$ cat src/rtl/core/fnp_pkg.sv
// ----------------------------------------------------------------------------
// fnp_pkg
// Types and constants shared by the FASTA nucleotide packer modules.
// ----------------------------------------------------------------------------
package fnp_pkg;

  // Operations handed from the front end to the back end.
  typedef enum logic [1:0] {
    OP_BASE,
    OP_HEADER,
    OP_END
  } op_kind_t;

  typedef struct packed {
    op_kind_t   kind;
    logic [1:0] code;
  } op_t;

  // Back end sequencing for header and end-of-input operations.
  typedef enum logic [1:0] {
    PH_FLUSH,
    PH_RECORD,
    PH_TOTALS
  } phase_t;

  // Result kinds.
  localparam logic [1:0] RES_PACKED   = 2'd0;
  localparam logic [1:0] RES_SEQUENCE = 2'd1;
  localparam logic [1:0] RES_TOTALS   = 2'd2;

  // Request types.
  localparam logic REQ_DATA = 1'b0;
  localparam logic REQ_END  = 1'b1;

  // Characters of interest.
  localparam logic [7:0] CHAR_LF   = 8'h0A;
  localparam logic [7:0] CHAR_GT   = 8'h3E;
  localparam logic [7:0] CHAR_A    = 8'h41;
  localparam logic [7:0] CHAR_C    = 8'h43;
  localparam logic [7:0] CHAR_G    = 8'h47;
  localparam logic [7:0] CHAR_T    = 8'h54;
  localparam logic [7:0] CHAR_LAST = 8'h7F;
  localparam logic [7:0] CASE_MASK = 8'hDF;

  localparam int HDR_CNT_W = 32;
  localparam int OPQ_DEPTH = 4;

  // Two-bit code of a base letter; anything unknown packs as A.
  function automatic logic [1:0] base_code(input logic [7:0] b);
    logic [7:0] u;
    u = b & CASE_MASK;
    case (u)
      CHAR_G:  base_code = 2'd1;
      CHAR_T:  base_code = 2'd2;
      CHAR_C:  base_code = 2'd3;
      default: base_code = 2'd0;
    endcase
  endfunction

  // Place a base into its slot; slot 0 lands in bits 7:6.
  function automatic logic [7:0] slot_bits(input logic [1:0] code, input logic [1:0] slot);
    slot_bits = {6'd0, code} << {~slot, 1'b0};
  endfunction

endpackage

$ cat src/rtl/core/fnp_front.sv
// ----------------------------------------------------------------------------
// fnp_front
// Accepts FASTA bytes, tracks header text and classifies each byte.
// ----------------------------------------------------------------------------
module fnp_front (
  input  logic            clk,
  input  logic            rst_n,
  input  logic            accept,
  input  logic            in_req_type,
  input  logic [7:0]      in_byte,
  output logic            op_valid,
  output fnp_pkg::op_t    op
);

  logic in_header_r;
  logic in_header_nxt;

  always_comb begin
    op_valid      = 1'b0;
    op.kind       = fnp_pkg::OP_BASE;
    op.code       = fnp_pkg::base_code(in_byte);
    in_header_nxt = in_header_r;
    if (accept) begin
      if (in_req_type == fnp_pkg::REQ_END) begin
        op_valid      = 1'b1;
        op.kind       = fnp_pkg::OP_END;
        in_header_nxt = 1'b0;
      end else if (in_header_r) begin
        if (in_byte == fnp_pkg::CHAR_LF) begin
          in_header_nxt = 1'b0;
        end
      end else if (in_byte == fnp_pkg::CHAR_GT) begin
        op_valid      = 1'b1;
        op.kind       = fnp_pkg::OP_HEADER;
        in_header_nxt = 1'b1;
      end else if (in_byte inside {[fnp_pkg::CHAR_A:fnp_pkg::CHAR_LAST]}) begin
        op_valid = 1'b1;
      end
    end
  end

  always_ff @(posedge clk) begin
    if (!rst_n) begin
      in_header_r <= 1'b0;
    end else begin
      in_header_r <= in_header_nxt;
    end
  end

endmodule

$ cat src/rtl/core/fnp_op_queue.sv
// ----------------------------------------------------------------------------
// fnp_op_queue
// Small queue of classified operations between the front and back ends.
// ----------------------------------------------------------------------------
module fnp_op_queue (
  input  logic            clk,
  input  logic            rst_n,
  input  logic            wr_en,
  input  fnp_pkg::op_t    wr_op,
  input  logic            rd_en,
  output fnp_pkg::op_t    rd_op,
  output logic            q_empty,
  output logic            q_full
);

  localparam int PW = $clog2(fnp_pkg::OPQ_DEPTH);
  localparam int CW = $clog2(fnp_pkg::OPQ_DEPTH + 1);

  fnp_pkg::op_t mem [fnp_pkg::OPQ_DEPTH];

  logic [PW-1:0] wr_ptr_r, wr_ptr_nxt;
  logic [PW-1:0] rd_ptr_r, rd_ptr_nxt;
  logic [CW-1:0] count_r,  count_nxt;

  assign q_empty = (count_r == CW'(0));
  assign q_full  = (count_r == CW'(fnp_pkg::OPQ_DEPTH));
  assign rd_op   = mem[rd_ptr_r];

  always_comb begin
    wr_ptr_nxt = wr_en ? PW'(wr_ptr_r + PW'(1)) : wr_ptr_r;
    rd_ptr_nxt = rd_en ? PW'(rd_ptr_r + PW'(1)) : rd_ptr_r;
    count_nxt  = count_r;
    if (wr_en && !rd_en) begin
      count_nxt = CW'(count_r + CW'(1));
    end else if (!wr_en && rd_en) begin
      count_nxt = CW'(count_r - CW'(1));
    end
  end

  always_ff @(posedge clk) begin
    if (wr_en) begin
      mem[wr_ptr_r] <= wr_op;
    end
  end

  always_ff @(posedge clk) begin
    if (!rst_n) begin
      wr_ptr_r <= '0;
      rd_ptr_r <= '0;
      count_r  <= '0;
    end else begin
      wr_ptr_r <= wr_ptr_nxt;
      rd_ptr_r <= rd_ptr_nxt;
      count_r  <= count_nxt;
    end
  end

endmodule

$ cat src/rtl/core/fnp_back.sv
// ----------------------------------------------------------------------------
// fnp_back
// Packs bases, keeps the sequence counters and drives the result register.
// ----------------------------------------------------------------------------
module fnp_back #(
  parameter int COUNT_WIDTH = 40
) (
  input  logic                           clk,
  input  logic                           rst_n,
  input  logic                           op_valid,
  input  fnp_pkg::op_t                   op,
  output logic                           op_consume,
  output logic                           empty,
  input  logic                           pop,
  output logic [1:0]                     out_kind,
  output logic [7:0]                     out_packed_byte,
  output logic [COUNT_WIDTH-1:0]         out_byte_count,
  output logic [COUNT_WIDTH-1:0]         out_base_position,
  output logic [fnp_pkg::HDR_CNT_W-1:0]  out_sequence_total,
  output logic                           out_last_result
);

  localparam int HW = fnp_pkg::HDR_CNT_W;

  fnp_pkg::phase_t        phase_r, phase_nxt;
  logic [7:0]             acc_r, acc_nxt;
  logic [1:0]             slot_r, slot_nxt;
  logic [COUNT_WIDTH-1:0] seq_bytes_r, seq_bytes_nxt;
  logic [COUNT_WIDTH-1:0] seq_bases_r, seq_bases_nxt;
  logic [COUNT_WIDTH-1:0] total_r, total_nxt;
  logic [HW-1:0]          hdr_cnt_r, hdr_cnt_nxt;

  logic                   out_valid_r, out_valid_nxt;
  logic [1:0]             kind_r;
  logic [7:0]             packed_r;
  logic [COUNT_WIDTH-1:0] bcount_r;
  logic [COUNT_WIDTH-1:0] bpos_r;
  logic [HW-1:0]          stotal_r;
  logic                   last_r;

  logic                   out_ready;
  logic                   emit;
  logic [1:0]             e_kind;
  logic [7:0]             e_packed;
  logic [COUNT_WIDTH-1:0] e_bcount;
  logic [COUNT_WIDTH-1:0] e_bpos;
  logic [HW-1:0]          e_stotal;
  logic                   e_last;
  logic [7:0]             acc_new;
  logic [COUNT_WIDTH-1:0] total_sum;

  assign out_ready = !out_valid_r || pop;
  assign acc_new   = acc_r | fnp_pkg::slot_bits(op.code, slot_r);
  assign total_sum = COUNT_WIDTH'(total_r + seq_bases_r);

  always_comb begin
    phase_nxt     = phase_r;
    acc_nxt       = acc_r;
    slot_nxt      = slot_r;
    seq_bytes_nxt = seq_bytes_r;
    seq_bases_nxt = seq_bases_r;
    total_nxt     = total_r;
    hdr_cnt_nxt   = hdr_cnt_r;
    op_consume    = 1'b0;
    emit          = 1'b0;
    e_kind        = fnp_pkg::RES_PACKED;
    e_packed      = '0;
    e_bcount      = '0;
    e_bpos        = '0;
    e_stotal      = '0;
    e_last        = 1'b0;
    if (op_valid && out_ready) begin
      case (op.kind)
        fnp_pkg::OP_BASE: begin
          op_consume    = 1'b1;
          seq_bases_nxt = COUNT_WIDTH'(seq_bases_r + COUNT_WIDTH'(1));
          if (slot_r == 2'd3) begin
            emit          = 1'b1;
            e_packed      = acc_new;
            e_last        = 1'b1;
            acc_nxt       = '0;
            slot_nxt      = 2'd0;
            seq_bytes_nxt = COUNT_WIDTH'(seq_bytes_r + COUNT_WIDTH'(1));
          end else begin
            acc_nxt  = acc_new;
            slot_nxt = 2'(slot_r + 2'd1);
          end
        end
        fnp_pkg::OP_HEADER, fnp_pkg::OP_END: begin
          case (phase_r)
            fnp_pkg::PH_FLUSH: begin
              if (slot_r != 2'd0) begin
                emit          = 1'b1;
                e_packed      = acc_r;
                acc_nxt       = '0;
                slot_nxt      = 2'd0;
                seq_bytes_nxt = COUNT_WIDTH'(seq_bytes_r + COUNT_WIDTH'(1));
              end
              phase_nxt = fnp_pkg::PH_RECORD;
            end
            fnp_pkg::PH_RECORD: begin
              emit          = 1'b1;
              e_kind        = fnp_pkg::RES_SEQUENCE;
              e_bcount      = seq_bytes_r;
              e_bpos        = total_sum;
              total_nxt     = total_sum;
              seq_bytes_nxt = '0;
              seq_bases_nxt = '0;
              if (op.kind == fnp_pkg::OP_HEADER) begin
                e_last      = 1'b1;
                hdr_cnt_nxt = HW'(hdr_cnt_r + HW'(1));
                op_consume  = 1'b1;
                phase_nxt   = fnp_pkg::PH_FLUSH;
              end else begin
                phase_nxt = fnp_pkg::PH_TOTALS;
              end
            end
            fnp_pkg::PH_TOTALS: begin
              emit          = 1'b1;
              e_kind        = fnp_pkg::RES_TOTALS;
              e_bpos        = total_r;
              e_stotal      = hdr_cnt_r;
              e_last        = 1'b1;
              acc_nxt       = '0;
              slot_nxt      = 2'd0;
              seq_bytes_nxt = '0;
              seq_bases_nxt = '0;
              total_nxt     = '0;
              hdr_cnt_nxt   = '0;
              op_consume    = 1'b1;
              phase_nxt     = fnp_pkg::PH_FLUSH;
            end
            default: begin
              phase_nxt = fnp_pkg::PH_FLUSH;
            end
          endcase
        end
        default: begin
          op_consume = 1'b1;
        end
      endcase
    end
    out_valid_nxt = emit ? 1'b1 : (pop ? 1'b0 : out_valid_r);
  end

  always_ff @(posedge clk) begin
    if (!rst_n) begin
      phase_r     <= fnp_pkg::PH_FLUSH;
      acc_r       <= '0;
      slot_r      <= '0;
      seq_bytes_r <= '0;
      seq_bases_r <= '0;
      total_r     <= '0;
      hdr_cnt_r   <= '0;
      out_valid_r <= 1'b0;
    end else begin
      phase_r     <= phase_nxt;
      acc_r       <= acc_nxt;
      slot_r      <= slot_nxt;
      seq_bytes_r <= seq_bytes_nxt;
      seq_bases_r <= seq_bases_nxt;
      total_r     <= total_nxt;
      hdr_cnt_r   <= hdr_cnt_nxt;
      out_valid_r <= out_valid_nxt;
    end
  end

  always_ff @(posedge clk) begin
    if (emit) begin
      kind_r   <= e_kind;
      packed_r <= e_packed;
      bcount_r <= e_bcount;
      bpos_r   <= e_bpos;
      stotal_r <= e_stotal;
      last_r   <= e_last;
    end
  end

  assign empty              = !out_valid_r;
  assign out_kind           = kind_r;
  assign out_packed_byte    = packed_r;
  assign out_byte_count     = bcount_r;
  assign out_base_position  = bpos_r;
  assign out_sequence_total = stotal_r;
  assign out_last_result    = last_r;

  // An end-of-input operation leaves every counter at its reset value.
  a_end_clears: assert property (@(posedge clk) disable iff (!rst_n)
    (op_consume && op.kind == fnp_pkg::OP_END) |=>
      (slot_r == 2'd0 && seq_bases_r == '0 && total_r == '0 && hdr_cnt_r == '0))
    else $error("end of input did not clear the counters");

  // A phase other than flush only runs while its header or end operation is held.
  a_phase_op: assert property (@(posedge clk) disable iff (!rst_n)
    (phase_r != fnp_pkg::PH_FLUSH) |->
      (op_valid && (op.kind == fnp_pkg::OP_HEADER || op.kind == fnp_pkg::OP_END)))
    else $error("sequencer phase without a pending header or end operation");

  // A base only completes a packed byte from the last slot.
  a_full_byte: assert property (@(posedge clk) disable iff (!rst_n)
    (emit && op.kind == fnp_pkg::OP_BASE) |-> (slot_r == 2'd3))
    else $error("packed byte emitted before four bases");

  // A new result is never loaded over one that was not taken.
  a_no_overwrite: assert property (@(posedge clk) disable iff (!rst_n)
    (emit && out_valid_r) |-> pop)
    else $error("result register overwritten");

endmodule

$ cat src/rtl/core/fasta_nucleotide_packer.sv
// ----------------------------------------------------------------------------
// fasta_nucleotide_packer
// Data path: a base that completes a packed byte is queued at its push
// transaction and then loaded from the queue head into the result register,
// from which it can be popped. Input: one byte per cycle while the queue is
// not full; the back end steps a header through its flush and record phases
// and end of input through its flush, record and totals phases.
// Reset: synchronous, active low; clears all counters, the queue and results.
// ----------------------------------------------------------------------------
//
// The front end classifies each incoming byte. Header text (from '>' up to
// and including the newline) and bytes outside the base range ('A' up to 0x7F)
// are dropped right there, so only three kinds of operation reach the
// queue: a base with its two-bit code, a header start and end of input.
//
// The back end takes one operation from the queue per cycle while the result
// register can take a new result. A base shifts its code into the accumulator
// and emits a packed byte on its fourth slot. A header start flushes any
// partial byte and then emits the sequence record. End of input does the same
// and then emits the file totals record before all counters return to zero.
// Because header and end operations wait at the queue head while the back end
// sequences them, the front end keeps accepting bytes until the queue fills.
//
// The result register is loaded whenever it is empty or its current result is
// taken by a pop transaction in the same cycle, so results stream at full rate.
// ----------------------------------------------------------------------------
module fasta_nucleotide_packer #(
  parameter int COUNT_WIDTH = 40
) (
  input  logic                           clk,
  input  logic                           rst_n,
  // Input channel.
  input  logic                           push,
  output logic                           full,
  input  logic                           in_req_type,
  input  logic [7:0]                     in_byte,
  // Result channel.
  output logic                           empty,
  input  logic                           pop,
  output logic [1:0]                     out_kind,
  output logic [7:0]                     out_packed_byte,
  output logic [COUNT_WIDTH-1:0]         out_byte_count,
  output logic [COUNT_WIDTH-1:0]         out_base_position,
  output logic [fnp_pkg::HDR_CNT_W-1:0]  out_sequence_total,
  output logic                           out_last_result
);

  logic          accept;
  logic          fe_valid;
  fnp_pkg::op_t  fe_op;
  fnp_pkg::op_t  head_op;
  logic          q_empty;
  logic          q_full;
  logic          consume;

  // A push transaction completes whenever the queue has room.
  assign full   = q_full;
  assign accept = push && !q_full;

  fnp_front u_front (
    .clk         (clk),
    .rst_n       (rst_n),
    .accept      (accept),
    .in_req_type (in_req_type),
    .in_byte     (in_byte),
    .op_valid    (fe_valid),
    .op          (fe_op)
  );

  fnp_op_queue u_queue (
    .clk     (clk),
    .rst_n   (rst_n),
    .wr_en   (fe_valid),
    .wr_op   (fe_op),
    .rd_en   (consume),
    .rd_op   (head_op),
    .q_empty (q_empty),
    .q_full  (q_full)
  );

  fnp_back #(
    .COUNT_WIDTH (COUNT_WIDTH)
  ) u_back (
    .clk                (clk),
    .rst_n              (rst_n),
    .op_valid           (!q_empty),
    .op                 (head_op),
    .op_consume         (consume),
    .empty              (empty),
    .pop                (pop),
    .out_kind           (out_kind),
    .out_packed_byte    (out_packed_byte),
    .out_byte_count     (out_byte_count),
    .out_base_position  (out_base_position),
    .out_sequence_total (out_sequence_total),
    .out_last_result    (out_last_result)
  );

endmodule

$ cat config.mk
export PLATFORM = sky130hd
export DESIGN_NAME = fasta_nucleotide_packer
export DESIGN_NICKNAME = d
export VERILOG_FILES = /design/src/rtl/core/fnp_pkg.sv /design/src/rtl/core/fnp_front.sv /design/src/rtl/core/fnp_op_queue.sv /design/src/rtl/core/fnp_back.sv /design/src/rtl/core/fasta_nucleotide_packer.sv
export SDC_FILE = /design/constraint.sdc
export NUM_CORES = 1
export LEC_CHECK = 0
export ABC_CLOCK_PERIOD_IN_PS = 17100
export BUFFER_PORTS_ARGS = -buffer_cell sky130_fd_sc_hd__buf_2
export CAP_MARGIN = 20
export CELL_PAD_IN_SITES_DETAIL_PLACEMENT = 2
export CELL_PAD_IN_SITES_GLOBAL_PLACEMENT = 2
export CORE_MARGIN = 4
export CORE_UTILIZATION = 25
export DETAILED_ROUTE_END_ITERATION = 10
export GPL_TIMING_DRIVEN = 0
export PLACE_DENSITY_LB_ADDON = 0.1
export SYNTH_ARGS = -nofsm -noshare
export SYNTH_HDL_FRONTEND = slang
export SYNTH_SLANG_ARGS = --single-unit
$ cat constraint.sdc
create_clock -name clk -period 17.1 [get_ports clk]
set_input_delay 0.855 -clock clk [delete_from_list [all_inputs] [get_ports clk]]
set_output_delay 0.855 -clock clk [all_outputs]
set_load 0.005 [all_outputs]
==> results.txt <==
CTS Buffer Depth -> 3
Die H -> 253 µm
Total track usage -> 14.3%
Endpoints failing hold -> 0
DIE AREA -> 64200 µm²
Avg Inst Size Synth -> 9.98 µm²
Remaining Overflow, GRT -> 0
CTS tree -> yes
Final setup viols -> 0
CTS H-tree lvls -> 2
Area Overhead vs Synth -> 20.6%
# DRC -> 0
Largest net degree at the start of global routing -> 38
Placed Instance Area -> 16800 µm²
Aggregate routed wire length -> 46.0 mm
Synthesized instance count -> 1509
Leading area contributor after synthesis -> edfxtp_1
ANT nets after route -> 0
Syn. warnings -> 0
Antenna violations before repair -> 0
Worst endpoint required time -> 17.54 ns
GRT busiest layer -> met2
Row Count -> 89
Hold buffers post-CTS -> 0
GPL Wtd Cong -> 0.743
Seq cells post-synth -> 314
Initial DRC count -> 452
Worst-skew pair later-pin latency -> 0.57 ns
RSZ-0062 raised after global routing -> false
Count of cell types in the netlist -> 67
Clk pin slew, worst setup/hold paths -> 0.06 ns
Slew Limit Headroom -> 32.9%
Post-Route Skew -> 0.0258 ns
Grt met2 use -> 23.1%
Worst hold path type -> flip-flop to flip-flop
Initial DRT Pass Iterations -> 4
Crit. End Element -> flip-flop
Met1 Track Usage GR -> 20.1%
WS Path Type -> flip-flop to flip-flop
CP startpoint kind -> flip-flop
Vias/cell -> 4.75
Crit path time final -> 4.46 ns
Area of the core -> 59400 µm²
# nets final -> 1765
Vias -> 11867
Dpl hpwl -> 34.3 mm
Final Max Slew Viols -> 0
Inserted Clock Buffers -> 40
Grt met3 use -> 2.45%
CP Data Arrival Time -> 4.90 ns
IO Pins -> 138
Max_cap viols -> 0
N_diodes -> 0
Static Leakage -> 0.00678 µW
Power Total -> 2130 µW
Fmax -> 224 MHz
Async set-reset flop share out of synthesis -> 0%
Area contributors post-synth -> edfxtp_1, dfxtp_1, ha_1
Clock Sinks -> 314
Share of post-route cells with drive strength above 1 -> 13.1%
Least-Margin Pin Slew -> 1.00 ns
Final non-filler cell area -> 18100 µm²
Final period util -> 26.1%
Post-CTS Setup Inserts -> 0
CTS root buffer -> clkbuf_16
Die width -> 253 µm
First-pass GRT wire length -> 73.3 mm
Critical Path Fanout Max -> 9
Cell area after synthesis -> 15100 µm²
Post-synth net total -> 1580
Top cell type's share of synthesized area -> 27.7%
Status -> completed
Cts repair resizes -> 0
Vias in the first global route -> 12758
Total power divided by cell area -> 118 nW/µm²
Register area share after synthesis -> 51.0%
Main synth FF type -> dfxtp_1
# port buffers -> 137
Peak VDD IR -> 0.0772 mV
Average wire per standard cell -> 18.4 µm
Initial Util -> 25.4%
Fin Setup TNS -> 0 ns
EDFF count, synth -> 139
==> cell usage in the layout, fill, tap and decap left out, drive strengths merged, types with 11 or more instances in the layout <==
master | netlist | layout
a21o | 27 | 27
ha | 56 | 56
and2 | 89 | 89
inv | 38 | 38
a22oi | 16 | 16
nand4 | 28 | 28
edfxtp | 139 | 139
a31oi | 12 | 12
xnor2 | 42 | 42
dfxtp | 175 | 175
a22o | 50 | 50
and3 | 33 | 33
clkinv | 0 | 11
buf | 10 | 152
nor2b | 15 | 15
o21a | 12 | 12
nand3 | 42 | 42
nor3 | 36 | 36
xor2 | 73 | 73
nor2 | 152 | 152
o21ai | 71 | 71
or3 | 34 | 34
nand2 | 118 | 118
a21oi | 94 | 94
clkbuf | 59 | 117
==> final timing paths <==
check | from | to | cells after the start | slack (ns)
max | flip-flop | u_back.seq_bases_r[39] | 13 | 12.64
min | u_back.seq_bytes_r[39] | u_back.seq_bytes_r[39] | 2 | 0.49
max reg2reg | flip-flop | u_back.seq_bases_r[39] | 13 | 12.64
min reg2reg | u_back.seq_bytes_r[39] | u_back.seq_bytes_r[39] | 2 | 0.49
==> worst max-delay path, cell delays in order (launching register included) <==
cell	delay (ns)
dfxtp_1	0.47
mux4_2	0.60
inv_1	0.08
ha_1	0.28
nand2b_1	0.18
a211oi_2	0.57
and4_1	0.28
buf_2	0.19
nand4_1	0.30
nor2_1	0.51
and3_1	0.43
nand3_1	0.19
xnor2_1	0.19
nor2_1	0.05
==> sequential cells by signal, summed over array words and instances (netlist names), 3 cells and up, named ones only <==
| name | count |
|---|---|
| u_back.acc_r | 8 |
| u_back.hdr_cnt_r | 32 |
| u_back.out_base_position | 40 |
| u_back.out_byte_count | 40 |
| u_back.out_packed_byte | 8 |
| u_back.out_sequence_total | 32 |
| u_back.seq_bases_r | 40 |
| u_back.seq_bytes_r | 40 |
| u_back.total_r | 40 |
| u_queue.count_r | 3 |
| u_queue.mem | 16 |
==> where the power goes <==
group / internal [µW] / leakage [µW] / switching, µW
clock: 514 / 0.000637 / 341
sequential: 868 / 0.00268 / 35.1
combinational: 121 / 0.00346 / 256
==> synthesized netlist by cell type, types with 3 or more instances <==
cell,count
dfxtp_1,175
nor2_1,151
edfxtp_1,139
nand2_1,117
a21oi_1,94
and2_1,88
xor2_1,73
o21ai_0,71
clkbuf_1,59
ha_1,56
a22o_1,50
nand3_1,42
xnor2_1,42
inv_1,38
or3_1,34
nor3_1,33
and3_1,28
nand4_1,28
a21o_1,27
a22oi_1,16
nor2b_1,15
a31oi_1,12
o21a_1,12
and4_1,8
o31ai_1,8
a21boi_0,6
mux2i_1,6
o21bai_1,6
buf_1,5
nor4_1,5
buf_2,4
mux4_2,4
nor3b_1,4
a311oi_1,3
a32o_1,3
and3_2,3
nand2b_1,3
nor3_4,3
o211ai_1,3
or4_1,3
==> cell families (layout without fill, tap and decap cells) <==
family | after synthesis | count (layout) | synth area share [%]
and+or+nand+nor | 579 | 579 | 19.6
muxes | 10 | 10 | 0.997
xor gates and xnor gates | 115 | 115 | 6.69
buffers and inverters | 107 | 324 | 2.73
DFF | 314 | 314 | 51.0
AOI/OAI and AO/OA | 326 | 326 | 14.1
adders and majority gates | 58 | 58 | 4.92
==> routing by layer <==
metal | up-vias | routed length [µm]
met5 | - | 0
met4 | 0 | 802
met3 | 55 | 1510
met2 | 142 | 20900
met1 | 5889 | 22800
li1 | 5781 | -
==> final cells by class <==
| cell class | count | area (µm²) |
|---|---|---|
| sequential | 314 | 7680 |
| buffer | 69 | 268 |
| fill | 6518 | 41200 |
| timing repair buffer | 143 | 788 |
| tap | 773 | 967 |
| multi-input combinational | 1088 | 6970 |
| inverter | 38 | 143 |
| clock buffer | 57 | 1100 |
| clock inverter | 17 | 226 |
==> metrics by stage <==
stage	hold slack [ns]	util, %	setup slack, ns	instances
2_1_floorplan	0.453	-	9.23	1509
3_3_place_gp	0.471	28.1	5.58	2419
3_5_place_dp	0.490	28.3	12.47	2424
4_1_cts	0.498	30.6	12.45	2498
5_1_grt	0.528	30.6	12.13	2499
6_report	0.489	30.6	12.64	2499
(Power assumes the default switching activity.)
